[src/hw/rtl/mbrd_pkg.sv]
package mbrd_pkg;

    // Frame size limit default (length field + 6)
    localparam int MAX_FRAME_DEFAULT = 256;

    // Configuration register indexes
    localparam logic [1:0] CFG_HEADER_FIRST   = 2'd0;
    localparam logic [1:0] CFG_HEADER_SECOND  = 2'd1;
    localparam logic [1:0] CFG_COIL_COUNT     = 2'd2;
    localparam logic [1:0] CFG_REGISTER_COUNT = 2'd3;

    localparam int CFG_DATA_W = 11;

    // Result kinds
    localparam logic [1:0] KIND_COIL = 2'd0;
    localparam logic [1:0] KIND_REG  = 2'd1;
    localparam logic [1:0] KIND_ACK  = 2'd2;

    // Function codes
    localparam logic [7:0] FC_READ_COILS = 8'h01;
    localparam logic [7:0] FC_READ_REGS  = 8'h03;
    localparam logic [7:0] FC_WRITE_REG  = 8'h06;

    // Byte offsets within a frame
    localparam int OFS_FIRST_BODY = 2;
    localparam int OFS_LEN_HI     = 4;
    localparam int OFS_LEN_LO     = 5;
    localparam int OFS_FUNC       = 7;
    localparam int OFS_BYTE_COUNT = 8;
    localparam int OFS_DATA       = 9;

    // Bytes outside the length field's reach
    localparam int FRAME_OVERHEAD = 6;

    typedef enum logic [2:0] {
        PH_HUNT   = 3'b001,
        PH_SECOND = 3'b010,
        PH_FRAME  = 3'b100
    } t_phase;

endpackage

[src/hw/rtl/modbus_tcp_response_decoder.sv]
// Modbus TCP response decoder.
// Input channel: one received link byte per transfer (i_rx_valid / o_rx_ready,
// payload i_rx_byte). Output channel: one decoded point per transfer
// (o_res_valid / i_res_ready) with kind, point index, signed value and a last
// flag on the final point caused by a byte.
// Configuration: i_cfg_we writes register i_cfg_idx (0 header first, 1 header
// second, 2 coil count, 3 register count) from i_cfg_data, registered on the clock edge.
// Write it only while no points are pending.
// Latency: the first point of a byte appears in the cycle after its transfer.
// Throughput: a byte yielding no point leaves the input ready; a coil byte
// yields up to 8 points, which the single result register drains at one point
// per cycle while i_res_ready holds. The next byte is taken in the cycle the
// last point of the previous one transfers.
// Reset (synchronous, active low) clears the configuration to zero, returns
// the parser to header hunting and drops any pending points.
// When the receiver stalls, the pending point holds and o_rx_ready drops.
module modbus_tcp_response_decoder #(
    parameter int MAX_FRAME = mbrd_pkg::MAX_FRAME_DEFAULT
) (
    input  logic                            i_clk,
    input  logic                            i_rst_n,
    input  logic                            i_cfg_we,
    input  logic [1:0]                      i_cfg_idx,
    input  logic [mbrd_pkg::CFG_DATA_W-1:0] i_cfg_data,
    input  logic                            i_rx_valid,
    output logic                            o_rx_ready,
    input  logic [7:0]                      i_rx_byte,
    output logic                            o_res_valid,
    input  logic                            i_res_ready,
    output logic [1:0]                      o_kind,
    output logic [10:0]                     o_point_index,
    output logic signed [15:0]              o_point_value,
    output logic                            o_last
);

    localparam int PW = $clog2(MAX_FRAME);
    localparam int TW = $clog2(MAX_FRAME + 1);
    localparam logic [16:0] MaxFrame17 = 17'(MAX_FRAME);

    // configuration
    logic [7:0]  r_hdr_first;
    logic [7:0]  r_hdr_second;
    logic [10:0] r_coil_count;
    logic [6:0]  r_reg_count;

    // parser state
    mbrd_pkg::t_phase r_phase, n_phase;
    logic [PW-1:0]    r_pos, n_pos;
    logic [TW-1:0]    r_total, n_total;
    logic [7:0]       r_fc, n_fc;
    logic             r_cok, n_cok;
    logic [7:0]       r_held, n_held;
    logic [10:0]      r_next, n_next;

    // result batch for one byte
    logic        r_b_valid;
    logic [1:0]  r_b_kind;
    logic [10:0] r_b_base;
    logic [15:0] r_b_data;
    logic [3:0]  r_b_cnt;
    logic [2:0]  r_sent;

    logic        rx_fire;
    logic        res_fire;
    logic [3:0]  e_cnt;
    logic [1:0]  e_kind;
    logic [15:0] e_data;

    assign o_res_valid   = r_b_valid;
    assign o_kind        = r_b_kind;
    assign o_point_index = r_b_base + 11'(r_sent);
    assign o_point_value = (r_b_kind == mbrd_pkg::KIND_COIL)
                         ? {15'd0, r_b_data[{1'b0, r_sent}]} : r_b_data;
    assign o_last        = ({1'b0, r_sent} + 4'd1) == r_b_cnt;

    assign o_rx_ready = !r_b_valid || (i_res_ready && o_last);
    assign rx_fire    = i_rx_valid && o_rx_ready;
    assign res_fire   = r_b_valid && i_res_ready;

    always_comb begin
        logic [16:0]   tot17;
        logic [TW-1:0] cur_total;
        logic [7:0]    cur_fc;
        logic [10:0]   coil_rem;
        logic [8:0]    coil_bytes;
        logic          at_end;
        n_phase   = r_phase;
        n_pos     = r_pos;
        n_total   = r_total;
        n_fc      = r_fc;
        n_cok     = r_cok;
        n_held    = r_held;
        n_next    = r_next;
        e_cnt     = 4'd0;
        e_kind    = mbrd_pkg::KIND_COIL;
        e_data    = {8'd0, i_rx_byte};
        tot17     = {1'b0, r_held, i_rx_byte} + 17'(mbrd_pkg::FRAME_OVERHEAD);
        cur_total = r_total;
        cur_fc    = r_fc;
        coil_rem  = r_coil_count - r_next;
        coil_bytes = 9'(({1'b0, r_coil_count} + 12'd7) >> 3);
        at_end    = 1'b0;
        case (r_phase)
            mbrd_pkg::PH_HUNT: begin
                if (i_rx_byte == r_hdr_first) begin
                    n_phase = mbrd_pkg::PH_SECOND;
                end
            end
            mbrd_pkg::PH_SECOND: begin
                if (i_rx_byte == r_hdr_second) begin
                    n_phase = mbrd_pkg::PH_FRAME;
                    n_pos   = PW'(mbrd_pkg::OFS_FIRST_BODY);
                    n_total = '0;
                    n_fc    = 8'd0;
                    n_cok   = 1'b0;
                    n_held  = 8'd0;
                    n_next  = 11'd0;
                end else if (i_rx_byte != r_hdr_first) begin
                    n_phase = mbrd_pkg::PH_HUNT;
                end
            end
            mbrd_pkg::PH_FRAME: begin
                if (r_pos == PW'(mbrd_pkg::OFS_LEN_HI)) begin
                    n_held = i_rx_byte;
                end else if (r_pos == PW'(mbrd_pkg::OFS_LEN_LO)) begin
                    cur_total = tot17[TW-1:0];
                    n_total   = tot17[TW-1:0];
                end else if (r_pos == PW'(mbrd_pkg::OFS_FUNC)) begin
                    cur_fc = i_rx_byte;
                    n_fc   = i_rx_byte;
                end else if (r_pos == PW'(mbrd_pkg::OFS_BYTE_COUNT)) begin
                    if (r_fc == mbrd_pkg::FC_READ_COILS) begin
                        n_cok = ({1'b0, i_rx_byte} == coil_bytes);
                    end else if (r_fc == mbrd_pkg::FC_READ_REGS) begin
                        n_cok = (i_rx_byte[7:1] == r_reg_count);
                    end
                end else if (r_pos >= PW'(mbrd_pkg::OFS_DATA) && r_cok) begin
                    if (r_fc == mbrd_pkg::FC_READ_COILS) begin
                        if (r_next < r_coil_count) begin
                            e_cnt = (coil_rem >= 11'd8) ? 4'd8 : coil_rem[3:0];
                        end
                        e_kind = mbrd_pkg::KIND_COIL;
                        n_next = r_next + 11'(e_cnt);
                    end else if (r_fc == mbrd_pkg::FC_READ_REGS) begin
                        // odd offsets carry the high byte of a pair
                        if (r_pos[0]) begin
                            n_held = i_rx_byte;
                        end else if (r_next < {4'd0, r_reg_count}) begin
                            e_cnt  = 4'd1;
                            e_kind = mbrd_pkg::KIND_REG;
                            e_data = {r_held, i_rx_byte};
                            n_next = r_next + 11'd1;
                        end
                    end
                end
                if (r_pos == PW'(mbrd_pkg::OFS_LEN_LO) && tot17 > MaxFrame17) begin
                    // oversized: drop and hunt through the rest
                    n_phase = mbrd_pkg::PH_HUNT;
                end else begin
                    at_end = (r_pos >= PW'(mbrd_pkg::OFS_LEN_LO))
                          && ((TW'(r_pos) + TW'(1)) >= cur_total);
                    if (at_end) begin
                        if (cur_fc == mbrd_pkg::FC_WRITE_REG
                            && r_pos >= PW'(mbrd_pkg::OFS_FUNC)) begin
                            e_cnt  = 4'd1;
                            e_kind = mbrd_pkg::KIND_ACK;
                            e_data = 16'd0;
                        end
                        n_phase = mbrd_pkg::PH_HUNT;
                    end else begin
                        n_pos = r_pos + PW'(1);
                    end
                end
            end
            default: begin
                n_phase = mbrd_pkg::PH_HUNT;
            end
        endcase
    end

    always_ff @(posedge i_clk) begin
        if (!i_rst_n) begin
            r_hdr_first  <= 8'd0;
            r_hdr_second <= 8'd0;
            r_coil_count <= 11'd0;
            r_reg_count  <= 7'd0;
        end else if (i_cfg_we) begin
            case (i_cfg_idx)
                mbrd_pkg::CFG_HEADER_FIRST:   r_hdr_first  <= i_cfg_data[7:0];
                mbrd_pkg::CFG_HEADER_SECOND:  r_hdr_second <= i_cfg_data[7:0];
                mbrd_pkg::CFG_COIL_COUNT:     r_coil_count <= i_cfg_data[10:0];
                mbrd_pkg::CFG_REGISTER_COUNT: r_reg_count  <= i_cfg_data[6:0];
                default: begin
                end
            endcase
        end
    end

    always_ff @(posedge i_clk) begin
        if (!i_rst_n) begin
            r_phase <= mbrd_pkg::PH_HUNT;
            r_pos   <= '0;
            r_total <= '0;
            r_fc    <= 8'd0;
            r_cok   <= 1'b0;
            r_held  <= 8'd0;
            r_next  <= 11'd0;
        end else if (rx_fire) begin
            r_phase <= n_phase;
            r_pos   <= n_pos;
            r_total <= n_total;
            r_fc    <= n_fc;
            r_cok   <= n_cok;
            r_held  <= n_held;
            r_next  <= n_next;
        end
    end

    always_ff @(posedge i_clk) begin
        if (!i_rst_n) begin
            r_b_valid <= 1'b0;
            r_sent    <= 3'd0;
        end else if (rx_fire && e_cnt != 4'd0) begin
            r_b_valid <= 1'b1;
            r_sent    <= 3'd0;
        end else if (res_fire) begin
            if (o_last) begin
                r_b_valid <= 1'b0;
            end else begin
                r_sent <= r_sent + 3'd1;
            end
        end
    end

    // batch payload: load with each new transfer that yields points
    always_ff @(posedge i_clk) begin
        if (rx_fire && e_cnt != 4'd0) begin
            r_b_kind <= e_kind;
            r_b_base <= (e_kind == mbrd_pkg::KIND_ACK) ? 11'd0 : r_next;
            r_b_data <= e_data;
            r_b_cnt  <= e_cnt;
        end
    end

    a_batch_count: assert property (@(posedge i_clk) disable iff (!i_rst_n)
        r_b_valid |-> (r_b_cnt != 4'd0 && {1'b0, r_sent} < r_b_cnt))
        else $error("pending batch count out of range");

    a_single_point_kinds: assert property (@(posedge i_clk) disable iff (!i_rst_n)
        (r_b_valid && (r_b_kind == mbrd_pkg::KIND_REG || r_b_kind == mbrd_pkg::KIND_ACK))
        |-> (r_b_cnt == 4'd1 && o_last))
        else $error("register or acknowledge batch holds more than one point");

    a_frame_position: assert property (@(posedge i_clk) disable iff (!i_rst_n)
        (r_phase == mbrd_pkg::PH_FRAME) |-> (r_pos >= PW'(mbrd_pkg::OFS_FIRST_BODY)))
        else $error("frame position below first body byte");

    a_reset_drops: assert property (@(posedge i_clk)
        $past(!i_rst_n) |-> (!r_b_valid && r_phase == mbrd_pkg::PH_HUNT))
        else $error("state not cleared by reset");

endmodule
[config.mk]
export PLATFORM = sky130hd
export DESIGN_NAME = modbus_tcp_response_decoder
export DESIGN_NICKNAME = d
export VERILOG_FILES = /design/src/hw/rtl/mbrd_pkg.sv /design/src/hw/rtl/modbus_tcp_response_decoder.sv
export SDC_FILE = /design/constraint.sdc
export NUM_CORES = 1
export LEC_CHECK = 0
export ABC_AREA = 1
export BUFFER_PORTS_ARGS = -buffer_cell sky130_fd_sc_hd__buf_2
export CAP_MARGIN = 20
export CORE_MARGIN = 5
export CORE_UTILIZATION = 62
export CTS_CLUSTER_DIAMETER = 80
export DETAILED_ROUTE_END_ITERATION = 10
export GPL_ROUTABILITY_DRIVEN = 0
export PLACE_DENSITY_LB_ADDON = 0.25
export SETUP_SLACK_MARGIN = 0.4
export SLEW_MARGIN = 30
export SYNTH_ARGS = -nofsm -noshare
export SYNTH_HDL_FRONTEND = slang
export SYNTH_SLANG_ARGS = --single-unit
[constraint.sdc]
create_clock -name i_clk -period 4.6 [get_ports i_clk]
set_clock_uncertainty 0.15 [all_clocks]
set_input_delay 0.46 -clock i_clk [delete_from_list [all_inputs] [get_ports i_clk]]
set_output_delay 0.46 -clock i_clk [all_outputs]
set_load 0.01 [all_outputs]
# --- After elaboration in Yosys (flattened, before gate mapping) ---
# Cells that the tools add are included.
totals:
  word_cells: 213
  reg_bits: 119
classes:
  n_reduce_logical: 29
  mux: 103
  eq_ne: 42
  n_lt_le_gt_ge: 9
  n_addsub: 10
  bitwise: 2
ops:
  columns: ["cell", "n"]
  rows:
  - ["2-to-1 mux 16 bit", 13]
  - ["2-to-1 mux 8 bit", 17]
  - ["2-to-1 mux 11 bit", 10]
  - ["2-to-1 mux 4 bit", 19]
  - ["one-hot mux 8 bit (2 select lines)", 3]
  - ["2-to-1 mux 9 bit", 4]
  - ["inequality test 3 bit, second input constant", 12]
  - ["equality test 8 x 3 -> 1 bit, second input constant", 4]
  - ["2-to-1 mux 1 bit", 23]
  - ["one-hot mux 11 bit (2 select lines)", 1]
  - ["inequality test 2 bit, second input constant", 10]
  - ["one-hot mux 9 bit (2 select lines)", 1]
  - ["adder 16 x 3 -> 17 bit, second input constant", 1]
  - ["> comparator 17 x 9 -> 1 bit, second input constant", 1]
  - ["equality test 8 bit", 2]
  - [">= comparator 8 x 3 -> 1 bit, second input constant", 2]
  - ["2-to-1 mux 3 bit", 5]
  - ["adder 11 x 3 -> 12 bit, second input constant", 1]
  - ["AND reduction 2 bit", 6]
  - ["adder 11 x 1 -> 11 bit, second input constant", 1]
  - ["adder 11 x 3 -> 11 bit", 1]
  - ["adder 11 x 4 -> 11 bit", 1]
  - [">= comparator 11 x 4 -> 1 bit, second input constant", 1]
  - ["less-than comparator 11 bit", 1]
  - ["other kinds (39)", 55]

# --- Longest topological paths before layout ---
# Gate-level depths: netlist of run 1.
logic_depth:
  ltp_word: 25
  depth_mapped: 27

# --- Worst setup path after synthesis of run 1 ---
# Ideal clock, no wire load.
synth_timing:
  kind: "flip-flop to flip-flop"
  from: "register r_pos[0]"
  to: "register r_b_kind[0], in the netlist o_kind[0] (enable)"
  synth_period_minus_slack_ps: 4114
  arrival_time_ps: 3577
  slack_ps: 486
  setup_ps: 388
  path_stages_with_launch: 20
  path_cell_list: "dfxtp_1 > ha_1 > inv_1 > nor3_2 > inv_2 > nor2_2 > buf_2 > inv_1 > nand2_1 > o21ai_1 > ha_1 > nand4_1 > or3b_2 > nand4_1 > nand2_1 > inv_1 > nand4_1 > nand4_1 > nand2_1 > inv_1"
synth_via:
  elab_chain_cells: 14
  elab_cells_between_ends: 35
synth_rtl:
  columns: ["item", "line_no", "rtl"]
  rows:
  - ["start: declaration", "modbus_tcp_response_decoder.sv:48", "logic [PW-1:0] r_pos, n_pos;"]
  - ["start signal: assignment", "modbus_tcp_response_decoder.sv:210", "r_pos <= n_pos;"]
  - ["branches (longest 10 deep; another with adder 8 x 1 -> 9 bit)", null, null]
  - ["2-to-1 mux 4 bit (*)", "modbus_tcp_response_decoder.sv:156", "if (r_pos == PW'(mbrd_pkg::OFS_LEN_LO) && tot17 > MaxFrame17) begin"]
  - ["2-to-1 mux 4 bit (*)", "modbus_tcp_response_decoder.sv:103", "case (r_phase)"]
  - ["nonzero test 4 bit (*)", "modbus_tcp_response_decoder.sv:237", "if (rx_fire && e_cnt != 4'd0) begin"]
  - ["logical AND 1 bit (*)", "modbus_tcp_response_decoder.sv:237", null]
  - ["end signal: assignment", "modbus_tcp_response_decoder.sv:238", "r_b_kind <= e_kind;"]
  - ["end: declaration", "modbus_tcp_response_decoder.sv:57", "logic [1:0] r_b_kind;"]
# Every way passes the cells marked *. The select of a mux whose other input is x is not followed.
# A chain may end at the register's enable or synchronous reset.

# --- Worst setup path in the final report of run 1 ---
layout_timing:
  from: "register r_pos[1]"
  to: "register r_b_base[8] (enable)"
layout_via:
  elab_chain_cells: 13
  elab_cells_between_ends: 32
layout_rtl:
  columns: ["item", "line_no", "rtl"]
  rows:
  - [">= comparator 8 x 4 -> 1 bit or equality test 8 x 3 -> 1 bit (tied branches)", "modbus_tcp_response_decoder.sv:137, modbus_tcp_response_decoder.sv:128", null]
  - ["logical AND 1 bit or 2-to-1 mux 8 bit (tied branches)", "modbus_tcp_response_decoder.sv:137, modbus_tcp_response_decoder.sv:128", null]
  - ["2-to-1 mux 4 bit or 2-to-1 mux 8 bit (tied branches)", null, null]
  - ["2-to-1 mux 4 bit or 2-to-1 mux 8 bit (tied branches)", "modbus_tcp_response_decoder.sv:131, modbus_tcp_response_decoder.sv:123", null]
  - ["2-to-1 mux 4 bit or 2-to-1 mux 8 bit (tied branches)", "modbus_tcp_response_decoder.sv:128, modbus_tcp_response_decoder.sv:103", null]
  - ["2-to-1 mux 4 bit or equality test 8 x 3 -> 1 bit (tied branches)", "modbus_tcp_response_decoder.sv:125, modbus_tcp_response_decoder.sv:163", null]
  - ["2-to-1 mux 4 bit or logical AND 1 bit (tied branches)", "modbus_tcp_response_decoder.sv:123, modbus_tcp_response_decoder.sv:164", null]
  - ["2-to-1 mux 4 bit", "modbus_tcp_response_decoder.sv:163", "if (cur_fc == mbrd_pkg::FC_WRITE_REG"]
  - ["2-to-1 mux 4 bit", "modbus_tcp_response_decoder.sv:162", "if (at_end) begin"]
  - ["2-to-1 mux 4 bit (*)", "modbus_tcp_response_decoder.sv:156", null]
  - ["2-to-1 mux 4 bit (*)", "modbus_tcp_response_decoder.sv:103", null]
  - ["nonzero test 4 bit (*)", "modbus_tcp_response_decoder.sv:237", null]
  - ["logical AND 1 bit (*)", "modbus_tcp_response_decoder.sv:237", null]
  - ["end signal: assignment", "modbus_tcp_response_decoder.sv:239", "r_b_base <= (e_kind == mbrd_pkg::KIND_ACK) ? 11'd0 : r_next;"]
  - ["end: declaration", "modbus_tcp_response_decoder.sv:58", "logic [10:0] r_b_base;"]
# Mark *: on every way between the ends. The rest lies on a longest branch, timed or not. The select of a mux whose other input is x is not followed.

==> flow_summary.toml, run 1 <==
[sta]
finalCritPeriodShare_pct = 86.5
relSlewSlack_pct = 46.5
clock.fmax_mhz = 251
tightestPinTransition_ns = 0.796
post-route-min-period_ns = 3.98
finalSetupTns_ns = 0
rsz0062_at_grt = "no"
fin_ws_ns = 0.621
setup-violations-final = 0
hold_violations = 0
final_max_slew_viol_count = 0

[min_path]
hold_path.class = "input port to register"

[place]
place_hpwl_mm = 15.8
dp_slack_ns = 0.460
portBuffers = 57

[synthesis]
synth_top_area_share_pct = 21.5
synth_area_mm2 = 0.00801
ys_warn_count = 0
synth-async-reset-ratio_pct = 0
syn_nets = 1239
ys_dominant_reg_cell = "dfxtp_1"
netlist_top_cells_count = "266 x nand2_1, 155 x inv_1, 143 x nor2_1, 89 x a21oi_1, 86 x dfxtp_1"
synth_cell_types = 47
yosys.area.top_type = "dfxtp_1"
synth_area_leaders = "dfxtp_1 22%, nand2_1 12%, edfxtp_1 12%, inv_1 7.3%, nor2_1 6.7%"
syn_avg_cell_area_um2 = 6.84
ys_ff_latch = 119
yosysMostFrequentCell = "nand2_1"
synth_cells = 1171
yosysSeqAreaShare_pct = 33.9
synth-edff-count = 33

[setup_path]
critPathCaptureType = "register"
cpPeakStageDelay_ns = 0.47
crit_arrival_ns = 3.95
start_kind = "register"
crit_type = "register to register"
path_max_fanout = 33
crit_required_ns = 4.57
slowest_stage = "or3b_2"
cp_cell_sequence = "inv_1 > ha_1 > inv_1 > nor3_2 > inv_2 > nor2_4 > buf_12 > o21ai_0 > ha_1 > nand4_1 > or3b_2 > nand4_1 > nand2_1 > inv_1 > nand4_1 > nand4_1 > nand2_1 > inv_1 > buf_12"

[global_route]
grt_antenna_before_repair = 0
grt_start_max_net_pins = 45
gr-usage-all-layers_pct = 28.4
met3_usage_pct = 5.45
grt-busiest-layer = "met2"
grt_use_met1_pct = 38.7
first_global_vias = 6866
grt_util_met2_pct = 44.0
overflow = 0
grt_pass1_wl_mm = 33.8

[clocking]
cts_buffers = 17
cts.sinks = 119
cts_tree = "yes"
clk_latency_ns = 0.43
cts_buffer_depth = 2
cts-root-buf = "clkbuf_16"
h-tree-depth = 4
clkTransAtPathRegs_ns = 0.06

[pwr]
peakVddDrop_mv = 0.298
leakagePower_nw = 4.00
p_per_area_mw_per_mm2 = 318
power_mw = 2.90

[run]
drv_cap = 0

[cells_and_area]
nets = 1294
drive_gt1_share_pct = 11.3
fillers = 1066
area_delta_synth_final_pct = 13.8
n_antenna_cell = 0

[drt]
wirelength_mm = 21.4
via_count = 7861
final_antenna_net_count = 0
drtPass1Iterations = 7
vias_per_cell = 5.58
drcViolationCount = 0
wl_per_cell_um = 15.2
drt_iter0_drc = 854

[die]
pin_count = 58
die_y_um = 124
core_mm2 = 0.0126
start_util_pct = 63.5
dieArea_mm2 = 0.0153
rows = 41
die-width_um = 124

[run_status]
outcome = "complete, no violations"
==> per-stage QoR <==
step	std cells	util [%]	cell area (um^2)	hold slack [ns]
CTS	1409	72.0	9080	0.158
global route	1410	72.2	9110	0.202
global placement	1378	67.0	8450	0.301
detailed placement	1378	67.0	8450	0.306
floorplan	1171	-	8010	0.291
finish	1410	72.2	9110	0.159
==> layout make-up <==
cell class / instances / area (um^2) / share of cell area (%)
clock buffers: 24 / 513 / 5.63
clock inverters: 7 / 116 / 1.28
inverters: 167 / 627 / 6.88
multi-input cells: 855 / 4550 / 49.9
flip-flops and latches: 119 / 2710 / 29.8
well taps: 172 / 215 / 2.36
repair buffers: 66 / 378 / 4.15
==> repair_timing <==
item	in CTS	in global routing
pin swaps	0	1
endpoints found under the setup margin	33	39
setup buffers	0	1
hold buffers	0	0
gates resized for setup	1	2
==> layer usage <==
layer / wire length (um) / up-vias
li1: - / 3925
met1: 9140 / 3515
met4: 758 / 0
met3: 1970 / 62
met5: 0 / -
met2: 9500 / 359
==> worst max-delay path, delay by kind of cell, from the launching register on <==
kind | cells | cell delay [ns]
buf+inv | 7 | 0.92
fa+ha+maj | 2 | 0.55
compound gates | 1 | 0.11
simple gates | 9 | 1.63
flops | 1 | 0.31
==> cells by family (layout without fill, tap and decap cells) <==
kind of cell	Yosys count	count (layout)	share of synthesized area [%]
multiplexers	2	2	0.250
XOR/XNOR	49	49	5.36
AND/OR/NAND/NOR	591	591	32.9
flip-flops	119	119	33.9
buffers and inverters	197	264	9.53
adder cells (fa/ha/maj)	42	42	6.84
AO/OA/AOI/OAI	171	171	11.2
==> where the power goes <==
group	leakage, nW	switching [mW]	internal (mW)
registers	1.00	0.0212	1.10
clock network	0.307	0.482	0.937
logic	2.69	0.244	0.117
total	4.00	0.747	2.15
==> layout by cell type, fill, tap and decap left out, drive strengths merged, types with 3 or more instances in the layout <==
master	netlist	routed
ha	39	39
nand3	72	72
nand4	43	43
nor2	149	149
a21oi	89	89
nor4	6	6
nand2	273	273
bufinv	0	3
nor3	23	23
fa	3	3
clkbuf	14	24
xnor2	15	15
buf	16	66
clkinv	1	4
o21ai	65	65
a31oi	3	3
dfxtp	86	86
a211oi	3	3
inv	166	166
or2	17	17
edfxtp	33	33
nand3b	6	6
xor2	34	34
==> flip-flops by register name (all words and copies together), names as in the netlist, 2 cells and up <==
| name | count |
|---|---|
| o_kind | 2 |
| r_b_base | 11 |
| r_b_cnt | 4 |
| r_b_data | 16 |
| r_coil_count | 11 |
| r_fc | 8 |
| r_hdr_first | 8 |
| r_hdr_second | 8 |
| r_held | 8 |
| r_next | 11 |
| r_phase | 3 |
| r_pos | 8 |
| r_reg_count | 7 |
| r_sent | 3 |
| r_total | 9 |
==> path summary, 6_finish.rpt <==
check / startpoint / endpoint / slack [ns] / depth (start not counted)
worst max-delay path: r_pos[1]$_SDFFE_PN0P_ / r_b_base[8]$_SDFFCE_PN0P_ / 0.62 / 19
worst min-delay path: i_cfg_data[9] / r_coil_count[9]$_SDFFE_PN0P_ / 0.16 / 3
worst max register to register: r_pos[1]$_SDFFE_PN0P_ / r_b_base[8]$_SDFFCE_PN0P_ / 0.62 / 19
worst min register to register: r_total[0]$_SDFFE_PN0P_ / r_total[0]$_SDFFE_PN0P_ / 0.31 / 2
(Power assumes the default switching activity.)
==> run 2, diff against run 1 <==
--- a/config.mk
+++ b/config.mk
@@ -5,11 +5,10 @@
 export SDC_FILE = /design/constraint.sdc
 export NUM_CORES = 1
 export LEC_CHECK = 0
-export ABC_AREA = 1
 export BUFFER_PORTS_ARGS = -buffer_cell sky130_fd_sc_hd__buf_2
 export CAP_MARGIN = 20
 export CORE_MARGIN = 5
-export CORE_UTILIZATION = 62
+export CORE_UTILIZATION = 61
 export CTS_CLUSTER_DIAMETER = 80
 export DETAILED_ROUTE_END_ITERATION = 10
 export GPL_ROUTABILITY_DRIVEN = 0
==> run 2 against run 1 <==
Effect of this change:
- count of clock-buffer cells in the layout is 2 higher
- final cell count down 22%
- global-route usage fell by 1.8 points
- clock power is 9.9% lower
- routed wire length decreased by 9.0%
- critical path depth decreased by 2
- power fell by 10%
- largest power group unchanged
- largest cell class unchanged
- die area is 4.5% lower
- critical path type unchanged
- sequential power hardly changed
- non-clock buffer count up 5
- critical endpoint is now r_next[9]$_SDFFE_PN0P_
- hold slack got worse by 0.017 ns
- sequential share of layout area grew 1.7 points
==> flow_summary.toml, run 2 <==
[run_status]
outcome = "complete, no violations"

[clocking]
cts_tree = "yes"
cts-root-buf = "clkbuf_16"
cts_buffer_depth = 2
post_cts_buffers = 0
cts.sinks = 119
cts_buffers = 17
clkTransAtPathRegs_ns = 0.05
h-tree-depth = 4
cts_hold_buf = 0
clk_latency_ns = 0.42

[synthesis]
yosys.area.top_type = "dfxtp_1"
ys_ff_latch = 119
synth_area_leaders = "dfxtp_1 23%, edfxtp_1 13%, ha_1 6.5%, xnor2_1 5.7%, a21oi_1 4.7%"
synth_top_area_share_pct = 23.0
synth_cell_types = 78
syn_nets = 952
yosysMostFrequentCell = "nor2_1"
ys_warn_count = 0
synth_cells = 884
synth_area_mm2 = 0.00750
syn_avg_cell_area_um2 = 8.48
synthSimpleGateAreaFrac_pct = 24.3
synth-async-reset-ratio_pct = 0
synth_compound_area_share_pct = 15.8
synthXorXnorAreaFrac_pct = 7.13
synth_top_family_by_area = "simple AND/OR/NAND/NOR gates"
ys_dominant_reg_cell = "dfxtp_1"
synth-edff-count = 33
yosysSeqAreaShare_pct = 36.2
synthMuxAreaShare_pct = 5.04
synthAdderAreaFrac_pct = 7.31
netlist_top_cells_count = "92 x nor2_1, 86 x dfxtp_1, 80 x nand2_1, 70 x a21oi_1, 49 x xnor2_1"

[die]
pin_count = 58
start_util_pct = 62.4
core_mm2 = 0.0120
dieArea_mm2 = 0.0146
die-width_um = 121
rows = 40
die_y_um = 121

[sta]
hold_violations = 0
fin_ws_ns = 0.320
post-route-min-period_ns = 4.28
relSlewSlack_pct = 29.8
finalSetupTns_ns = 0
setup-violations-final = 0
final_max_slew_viol_count = 0
rsz0062_at_grt = "no"
whs_ns = 0.141
finalCritPeriodShare_pct = 93.0
tightestPinTransition_ns = 1.05
clock.fmax_mhz = 234

[setup_path]
cp_cell_sequence = "inv_1 > ha_1 > nand2_1 > a211oi_4 > nor2_1 > nor4b_2 > a221oi_2 > a211oi_2 > nor3b_2 > ha_1 > a21o_1 > a21oi_1 > nor2b_1 > o21ai_1 > nor2_1 > a21o_1 > a21oi_1"
crit_required_ns = 4.78
critPathCaptureType = "register"
path_buf_inv = 1
cpPeakStageDelay_ns = 0.44
path_max_fanout = 7
crit_arrival_ns = 4.46
cp_top_family = "compound AO/OA/AOI/OAI gates"
start_kind = "register"
crit_type = "register to register"
slowest_stage = "ha_1"

[global_route]
grt_start_max_net_pins = 43
grt_antenna_before_repair = 0
gr-usage-all-layers_pct = 26.6
first_global_vias = 6330
overflow = 0
grt_pass1_wl_mm = 31.2

[min_path]
hold_path.class = "input port to register"

[cells_and_area]
n_antenna_cell = 0
final_cell_mix = "90 x nor2_1, 82 x dfxtp_1, 80 x nand2_1, 68 x a21oi_1, 57 x buf_2"
drive_gt1_share_pct = 15.5
fillers = 911
regMostFlops = "r_b_data"
nets = 1002
largest_reg_flops = 16
area_delta_synth_final_pct = 15.2
final_common_cell = "nor2_1"

[drt]
drcViolationCount = 0
via_count = 6774
drt_iter0_drc = 603
final_antenna_net_count = 0
wirelength_mm = 19.5
vias_per_cell = 6.20
drtPass1Iterations = 7
wl_per_cell_um = 17.8

[place]
dp_slack_ns = 0.162
place_hpwl_mm = 13.3
portBuffers = 57

[pwr]
peakVddDrop_mv = 0.295
p_per_area_mw_per_mm2 = 301
leakagePower_nw = 3.48

[run]
drv_cap = 0
[run 2: power by group]
part           internal, mW  total (mW)  switching (mW)
sequential             1.09        1.10          0.0135
clock                 0.834        1.28           0.449
combinational        0.0845       0.222           0.137
total                  2.00        2.60           0.599
[run 2: final timing paths]
| kind | from | endpoint | slack (ns) | cells after the start |
|---|---|---|---|---|
| setup reg to reg | r_next[4]$_SDFFE_PN0P_ | r_next[9]$_SDFFE_PN0P_ | 0.32 | 17 |
| hold / removal | i_cfg_data[9] | r_coil_count[9]$_SDFFE_PN0P_ | 0.14 | 3 |
| hold reg to reg | r_fc[6]$_SDFFE_PN0P_ | r_fc[6]$_SDFFE_PN0P_ | 0.32 | 2 |
| setup / recovery | r_next[4]$_SDFFE_PN0P_ | r_next[9]$_SDFFE_PN0P_ | 0.32 | 17 |
[run 2: per-stage QoR]
stage | area [um^2] | power (mW) | std cells | util (%)
floorplan | 7510 | 1.26 | 884 | -
global placement | 7930 | 1.32 | 1062 | 66.0
detailed placement | 7930 | 1.32 | 1062 | 66.0
CTS | 8510 | 2.59 | 1093 | 70.9
global route | 8630 | 2.68 | 1093 | 71.9
finish | 8630 | 2.60 | 1093 | 71.9
[run 2: tightest hold or removal path, delay by kind of cell]
kind                   cells  cell delay (ns)
AO/OA/AOI/OAI              1             0.05
buffers and inverters      1             0.09
AND/OR/NAND/NOR            1             0.05
[run 2: layout make-up]
cell class	instances	area [um^2]	share of cell area [%]
Multi-Input combinational cell	682	4620	53.5
Clock inverter	5	75.1	0.869
Timing Repair Buffer	71	390	4.52
Inverter	43	161	1.87
Clock buffer	26	489	5.67
Tap cell	147	184	2.13
Sequential cell	119	2720	31.5
[run 2: kinds of logic after synthesis]
kind of cell,count (synthesis)
xor+xnor,61
compound gates,185
flops,119
mux,35
fa+ha+maj,42
simple gates,359
buf+inv,83
[run 2: what timing repair did]
action | CTS | global route
setup endpoints to repair | 7 | 18
pin swaps | 0 | 6
gates resized for setup | 5 | 27
[run 2: per-layer routing]
| metal | share of wire (%) | GRT usage (%) | vias to the layer above |
|---|---|---|---|
| li1 | - | - | 3243 |
| met1 | 43 | 35.8 | 3149 |
| met2 | 46 | 42.0 | 332 |
| met3 | 9.0 | 5.92 | 50 |
| met4 | 2.5 | 10.3 | 0 |
| met5 | 0 | 0 | - |
